## src/design/tsrs_pkg.sv

```systemverilog
// Shared types, constants and helpers for the tagged status record store.
// Used by tsrs_front, tsrs_engine and tagged_status_record_store_top.
package tsrs_pkg;

  // Store geometry
  localparam int BUF_BYTES        = 256;
  localparam int MAX_STATUS_WORDS = 2;
  localparam int ADDR_W           = $clog2(BUF_BYTES);
  localparam int FILL_W           = ADDR_W + 1;   // holds 0..BUF_BYTES
  localparam int OFF_W            = ADDR_W + 2;   // walk offsets incl. overrun marker
  localparam int HDR_BYTES        = 16;

  localparam logic [31:0]      REC_SIG = 32'h3153_4349;
  // offset past any fill level: ends the next walk step as not found
  localparam logic [OFF_W-1:0] SAT_OFF = OFF_W'(BUF_BYTES + 1);

  // Stream widths
  localparam int IN_W  = 136;
  localparam int OUT_W = 72;

  // Operation codes
  localparam logic [1:0] OP_LOOKUP = 2'd0;
  localparam logic [1:0] OP_UPDATE = 2'd1;
  localparam logic [1:0] OP_DELETE = 2'd2;

  typedef enum logic [2:0] {
    RC_OK        = 3'd0,
    RC_NOT_FOUND = 3'd1,
    RC_BAD_SIG   = 3'd2,
    RC_TRUNC     = 3'd3,
    RC_SMALL     = 3'd4,
    RC_BAD_PARAM = 3'd5
  } rc_t;

  typedef enum logic [1:0] {
    K_LOOKUP = 2'd0,
    K_UPDATE = 2'd1,
    K_DELETE = 2'd2,
    K_BAD    = 2'd3
  } kind_t;

  typedef struct packed {
    kind_t       kind;
    logic [63:0] key;
    logic [1:0]  sw;
    logic [31:0] w0;
    logic [31:0] w1;
  } cmd_t;

  typedef struct packed {
    rc_t         code;
    logic [1:0]  len;
    logic [31:0] w0;
    logic [31:0] w1;
  } res_t;

  typedef struct packed {
    logic [FILL_W-1:0] fill;
    logic              busy;
  } stat_t;

  // One byte of a new record image: header, data words, then the end word.
  function automatic logic [7:0] rec_byte(input logic [4:0]  idx,
                                          input logic [1:0]  sw,
                                          input logic [63:0] key,
                                          input logic [31:0] w0,
                                          input logic [31:0] w1);
    logic [31:0] w;
    unique case (idx[4:2])
      3'd0:    w = REC_SIG;
      3'd1:    w = {28'd0, sw, 2'b00};
      3'd2:    w = key[31:0];
      3'd3:    w = key[63:32];
      3'd4:    w = w0;
      3'd5:    w = (sw == 2'd2) ? w1 : 32'd0;
      default: w = 32'd0;
    endcase
    return w[8*idx[1:0] +: 8];
  endfunction

endpackage

```

## src/design/tsrs_front.sv

```systemverilog
// Front end: takes input transfers, classifies the operation and queues it.
// Depends on tsrs_pkg.
module tsrs_front import tsrs_pkg::*; (
  input  logic            clk,
  input  logic            rst_n,
  input  logic            in_valid,
  output logic            in_ready,
  input  logic [IN_W-1:0] in_data,
  output logic            q_valid,
  output cmd_t            q_cmd,
  input  logic            q_pop
);

  logic [1:0]  op;
  logic [1:0]  sw;
  cmd_t        cmd;
  logic        push;

  cmd_t        q_r [2];
  logic        wp_r, wp_nxt;
  logic        rp_r, rp_nxt;
  logic [1:0]  cnt_r, cnt_nxt;

  assign op = in_data[1:0];
  assign sw = in_data[67:66];

  // classify: parameter checks are settled here
  always_comb begin
    cmd.key = in_data[65:2];
    cmd.sw  = sw;
    cmd.w0  = in_data[99:68];
    cmd.w1  = in_data[131:100];
    priority if (op == OP_LOOKUP) begin
      cmd.kind = (sw > 2'(MAX_STATUS_WORDS)) ? K_BAD : K_LOOKUP;
    end else if (op == OP_UPDATE) begin
      cmd.kind = (sw == 2'd0 || sw > 2'(MAX_STATUS_WORDS)) ? K_BAD : K_UPDATE;
    end else if (op == OP_DELETE) begin
      cmd.kind = K_DELETE;
    end else begin
      cmd.kind = K_BAD;
    end
  end

  // two-entry command queue
  assign in_ready = (cnt_r != 2'd2);
  assign push     = in_valid && in_ready;
  assign q_valid  = (cnt_r != 2'd0);
  assign q_cmd    = q_r[rp_r];

  always_comb begin
    wp_nxt  = push  ? ~wp_r : wp_r;
    rp_nxt  = q_pop ? ~rp_r : rp_r;
    cnt_nxt = cnt_r + 2'(push) - 2'(q_pop);
  end

  always_ff @(posedge clk) begin
    if (!rst_n) begin
      wp_r  <= 1'b0;
      rp_r  <= 1'b0;
      cnt_r <= 2'd0;
    end else begin
      wp_r  <= wp_nxt;
      rp_r  <= rp_nxt;
      cnt_r <= cnt_nxt;
    end
  end

  always_ff @(posedge clk) begin
    if (push) begin
      q_r[wp_r] <= cmd;
    end
  end

endmodule

```

## config.mk

```make
export PLATFORM = sky130hd
export DESIGN_NAME = tsrs_front
export DESIGN_NICKNAME = d
export VERILOG_FILES = /design/src/design/tsrs_pkg.sv /design/src/design/tsrs_front.sv
export SDC_FILE = /design/constraint.sdc
export NUM_CORES = 1
export LEC_CHECK = 0
export ABC_CLOCK_PERIOD_IN_PS = 8900
export BUFFER_PORTS_ARGS = -buffer_cell sky130_fd_sc_hd__buf_2
export CAP_MARGIN = 10
export CORE_UTILIZATION = 55
export DETAILED_ROUTE_END_ITERATION = 10
export GPL_TIMING_DRIVEN = 0
export PLACE_DENSITY = 0.83
export RECOVER_POWER = 50
export SYNTH_ARGS = -nofsm -noshare
export SYNTH_HDL_FRONTEND = slang
export SYNTH_SLANG_ARGS = --single-unit
```

## constraint.sdc

```tcl
create_clock -name clk -period 8.9 [get_ports clk]
set_input_delay 0 -clock clk [delete_from_list [all_inputs] [get_ports clk]]
set_output_delay 0 -clock clk [all_outputs]
set_load 0.02 [all_outputs]
```

==> results of run 1 <==
==> per-layer routing <==
metal | vias up | global-route usage [%] | wire length (µm)
met5 | - | 0 | 0
met4 | 0 | 6.22 | 496
met3 | 46 | 4.89 | 1600
met2 | 251 | 44.8 | 12300
met1 | 2856 | 25.2 | 8150
li1 | 2630 | - | -
==> cells in the mapped netlist, drive strengths merged <==
cell type / number / share of area, %
nand2: 4 / 0.15
o21a: 1 / 0.074
nor2b: 1 / 0.062
or2: 1 / 0.062
mux2: 132 / 18
a21oi: 1 / 0.049
mux2i: 2 / 0.20
a21bo: 1 / 0.099
a21o: 1 / 0.074
edfxtp: 264 / 78
dfxtp: 5 / 0.99
inv: 3 / 0.11
nand3b: 1 / 0.074
o21ai: 1 / 0.049
xor2: 1 / 0.086
and2: 2 / 0.12
buf: 15 / 1.4
nand2b: 2 / 0.12
and3: 2 / 0.12
ha: 2 / 0.25
a21boi: 1 / 0.074
==> flip-flops by register name (all words and copies together), names as in the netlist, named ones only <==
signal / count
cnt_r: 2
q_r: 264
rp_r: 1
wp_r: 1
==> logic make-up (layout without fill, tap and decap cells) <==
kind of cell / Yosys count / in the layout
compound gates: 6 / 6
flops: 269 / 269
fa+ha+maj: 2 / 2
mux: 134 / 134
simple gates: 13 / 13
buf+inv: 18 / 472
xor+xnor: 1 / 1
==> worst paths after layout <==
check	endpoint	cells after the start
worst min register to register	rp_r	2
worst max-delay path	q_r[0][119]	4
worst max register to register	q_r[0][119]	4
worst min-delay path	q_r[1][25]	2
==> where the power goes <==
part           switching, mW  internal (mW)  leakage, nW
Clock                  0.441          0.637        0.408
Combinational          0.285          0.221         2.22
Sequential            0.0282           1.51         2.50
Total                  0.754           2.37         5.13
==> worst max-delay path: cells and delay by family (launching register included) <==
family	cells	cell delay, ps
buffers and inverters	2	3100
DFF	1	340
and+or+nand+nor	2	460
==> area by class of cell <==
cell class,instances,share of cell area [%]
sequential,269,58.0
clock inverter,14,0.985
clock buffer,32,5.02
multi-input combinational,156,14.2
inverter,3,0.0904
tap,229,2.07
buffer,15,0.895
timing repair buffer,408,18.8
==> flow_summary.toml, run 1 <==
[sta]
final.period_utilization_pct = 48.2
finalSetupTns_ps = 0
worstMarginPinSlew_ps = 2860
maxSlewHeadroom_pct = -91.4
setup_viol = 0
fin_ws_ps = 4610
hold_viol_final = 0
rsz0062_at_grt = "no"
clock_skew_ps = 7.59
maxSlewViolCount = 60
layout_min_cycle_time_ps = 4290
whs_ps = 215
clock.fmax_mhz = 233

[pwr]
finalPower_mw = 3.12
p_per_area_nw_per_um2 = 226
leakage_nw = 5.13
irDropWorstVdd_mv = 0.217

[min_path]
hold_class = "input pin to flip-flop"
holdCritStartpoint = "in_data[125]"

[placement]
numPortBuffers = 269
finalWeightedCongestion = 0.732
place_ws_ps = 6650
dp.cells = 943
placed_area_um2 = 11800
dpl.hpwl_um = 13200

[worst_setup_path]
rrSetupSlack_ps = 4610
regToRegStartpoint = "cnt_r[0]"
path_cells = "nand2b_1 -> nand3b_1 -> clkinvlp_2 -> buf_16"
slowest_stage = "clkinvlp_2"
end_kind = "flip-flop"
worstPathArrival_ps = 4480
startpoint = "cnt_r[0]"
worstPathRequired_ps = 9090
path_class = "flip-flop to flip-flop"
crit_path_max_fanout = 73
cp-start-kind = "flip-flop"
slowest_delay_ps = 2160

[layout]
fin_area_um2 = 13800
nets = 1022
diodes = 0
regArea_um2 = 8030
fillCellCount = 1035
mostFrequentLayoutCells = "264 x edfxtp_1, 147 x clkbuf_1, 137 x dlygate4sd3_1, 130 x buf_2, 80 x mux2_4"
multi_input_area_um2 = 1960
fin_cells = 1126
fin_util_pct = 76.8
syn2layout_area_growth_pct = 36.6
drive_above_1_share_pct = 33.8
final_common_cell = "edfxtp_1"

[logic_synthesis]
ys_types = 24
synthAdderAreaFrac_pct = 0.247
synth_cells = 443
synth_top_family_by_area = "multiplexers"
synth_area_um2 = 10100
synth.area.mux_share_pct = 17.8
yosys_warnings = 0
synth.avg_cell_area_um2 = 22.9
synth_xor_xnor_area_share_pct = 0.0864
ys_seq_area_share_pct = 79.2
synth_compound_area_share_pct = 0.420
synth_nets = 585
synthSimpleGateAreaFrac_pct = 0.716
synth-seq-cells = 269

[grt]
grt_max_degree = 74
grt_util_all_layers_pct = 23.1
grt_pass1_wl_um = 32400
overflow = 0
grt_pass1_vias = 6142
antenna_found_initial = 0

[drt]
vias = 5783
dr.pass1.iters = 4
ant_nets = 0
route.detailed.drc = 0
drt-initial-drc-count = 212
routedWlPerCell_um = 20.0
avgViaCountPerCell = 5.14
routed_wl_um = 22600

[floorplanning]
die_h_um = 138
core_area_um2 = 18000
die_area_um2 = 19000
rows = 49
chipWidth_um = 138
ioPinCount = 274
start_util_pct = 56.2

[clock_network]
cts_buffers = 27
cts_max_path_buffers = 3
htree_levels = 1
clk_latency_ps = 510
cts.sinks = 269
clk_pin_slew_worst_paths_ps = 60
cts_resized = 0
root_buffer = "clkbuf_16"
post_cts_buffers = 0
cts_tree = "built"
cts_hold_buffers = 137

[outcome]
violations = "max-capacitance violations, max-slew violations"
status = "complete, but fails checks"

[run]
max-cap-violations = 1
No activity file was read; power rests on OpenSTA's default activity.
==> run 2: changes to the inputs <==
- ABC_CLOCK_PERIOD_IN_PS: 8900 -> 3450
- CORE_UTILIZATION: 55 -> 47
- PLACE_DENSITY: 0.83 -> 0.76
- clock period: 8.9 -> 3.45 ns (I/O delays scaled with it)
==> run 2 against run 1 <==
The flow now finishes without violations. Worst setup slack got worse by 3700 ps. Via count decreased by 1.6%. Global-route usage decreased by 4.6 points. Cell area increased by 0.73%. First-iteration DRC count decreased by 13%. Sequential share of layout area decreased by 0.42 points. Critical endpoint is now q_cmd[93]. Final cell count increased by 4.4%. Non-clock buffer count increased by 3. Sequential power increased to 2.6 times the previous value. Routed wire length decreased by 7.1%. Die area increased by 17%.
==> flow_summary.toml, run 2 (synthesized netlist as in run 1, its figures left out) <==
[worst_setup_path]
rr_worst_depth = 3
cp-start-kind = "flip-flop"
regToRegStartpoint = "cnt_r[0]"
end_kind = "primary output"
crit_path_max_fanout = 10
worstPathRequired_ps = 3450
worstPathArrival_ps = 2500
path_class = "flip-flop to primary output"

[layout]
top_register = "q_r"
largest_register_ffs = 264
multi_input_area_um2 = 1960
diodes = 0
regArea_um2 = 8030
nets = 1025
drive_above_1_share_pct = 39.8
final_common_cell = "edfxtp_1"
mostFrequentLayoutCells = "264 x edfxtp_1, 173 x buf_2, 137 x dlygate4sd3_1, 102 x clkbuf_1, 80 x mux2_4"
fillCellCount = 1451
syn2layout_area_growth_pct = 37.6
reg.largest.list = "q_r: 264 flops, cnt_r: 2 flops"

[sta]
setup_viol = 0
layout_min_cycle_time_ps = 2500
clock_skew_ps = 14.5
worstMarginPinSlew_ps = 1310
hold_viol_final = 0
maxSlewHeadroom_pct = 12.7
maxSlewViolCount = 0
clock.fmax_mhz = 400
final.period_utilization_pct = 72.5
whs_ps = 208
rsz0062_at_grt = "no"

[clock_network]
cts_tree = "built"
clk_latency_ps = 520
root_buffer = "clkbuf_16"
clk_pin_slew_worst_paths_ps = 60
post_cts_buffers = 0
cts.sinks = 269
cts_buffers = 27
htree_levels = 1
cts_resized = 0
cts_max_path_buffers = 3
cts_hold_buffers = 137

[min_path]
holdCritStartpoint = "in_data[86]"
hold-path-cell-count = 2
hold_class = "input pin to flip-flop"

[floorplanning]
chipWidth_um = 149
die_area_um2 = 22200
ioPinCount = 274
core_area_um2 = 21100
die_h_um = 149
rows = 53
start_util_pct = 48.1

[grt]
overflow = 0
antenna_found_initial = 0
grt_util_all_layers_pct = 18.5
grt_max_degree = 60
grt_pass1_wl_um = 31400
grt_pass1_vias = 6093

[run]
max-cap-violations = 0

[placement]
finalWeightedCongestion = 0.739
dpl.hpwl_um = 12900
numPortBuffers = 269

[drt]
dr.pass1.iters = 4
avgViaCountPerCell = 4.84
drt-initial-drc-count = 185
routedWlPerCell_um = 17.8
routed_wl_um = 21000
ant_nets = 0
vias = 5692
route.detailed.drc = 0

[pwr]
p_per_area_nw_per_um2 = 561
leakage_nw = 5.25
finalPower_mw = 7.83
irDropWorstVdd_mv = 0.561

[outcome]
status = "completed"
==> run 2: cell types whose count changed in the layout (fill, tap and decap cells not counted), moves of 2 or more <==
cell	change
clkinvlp_4	+2
bufinv_16	-3
clkinv_1	+2
clkbuf_2	+2
mux2_2	+10
mux2_1	-10
buf_12	+3
buf_2	+43
clkbuf_1	-45
==> run 2: final cells by class <==
class	count	area share, %
Tap cell	275	2.47
Clock inverter	15	0.476
Clock buffer	32	4.98
Timing Repair Buffer	411	19.4
Multi-Input combinational cell	156	14.0
Buffer	15	0.933
Inverter	3	0.108
Sequential cell	269	57.6
==> run 2: worst max-delay path, cell delays in order (launching register included) <==
cell      delay [ps]
dfxtp_1          320
buf_6            120
clkbuf_1         760
buf_6            290
mux2_4           310
buf_2            170
==> run 2: final timing paths <==
check	slack [ps]	to
setup / recovery	950	q_cmd[93]
hold / removal	210	q_r[0][50]
setup reg to reg	1040	q_r[1][128]
hold reg to reg	600	flip-flop
==> run 2: power by group <==
group,leakage [nW],internal (mW),switching [mW],total (mW)
registers,2.50,3.89,0.0645,3.95
logic,2.38,0.604,0.722,1.33
clock network,0.372,1.42,1.13,2.55
==> run 2: routing by layer <==
| layer | global-route usage [%] | vias to the layer above | share of wire (%) |
|---|---|---|---|
| li1 | - | 2637 | - |
| met1 | 20.2 | 2795 | 37 |
| met2 | 35.1 | 227 | 54 |
| met3 | 4.46 | 33 | 7.2 |
| met4 | 5.71 | 0 | 1.9 |
| met5 | 0 | - | 0 |
==> run 2: stage by stage <==
stage | area [µm²] | worst slack (ps) | TNS [ps] | cells | utilization, %
CTS | 14100 | 1210 | 0 | 1176 | 66.8
finish | 13900 | 950 | 0 | 1176 | 66.1
floorplan | 10100 | 298 | 0 | 443 | -
detailed placement | 12000 | 1250 | 0 | 992 | 56.7
global route | 13900 | 855 | 0 | 1176 | 66.1
global placement | 11800 | -485 | -62660 | 987 | 56.1
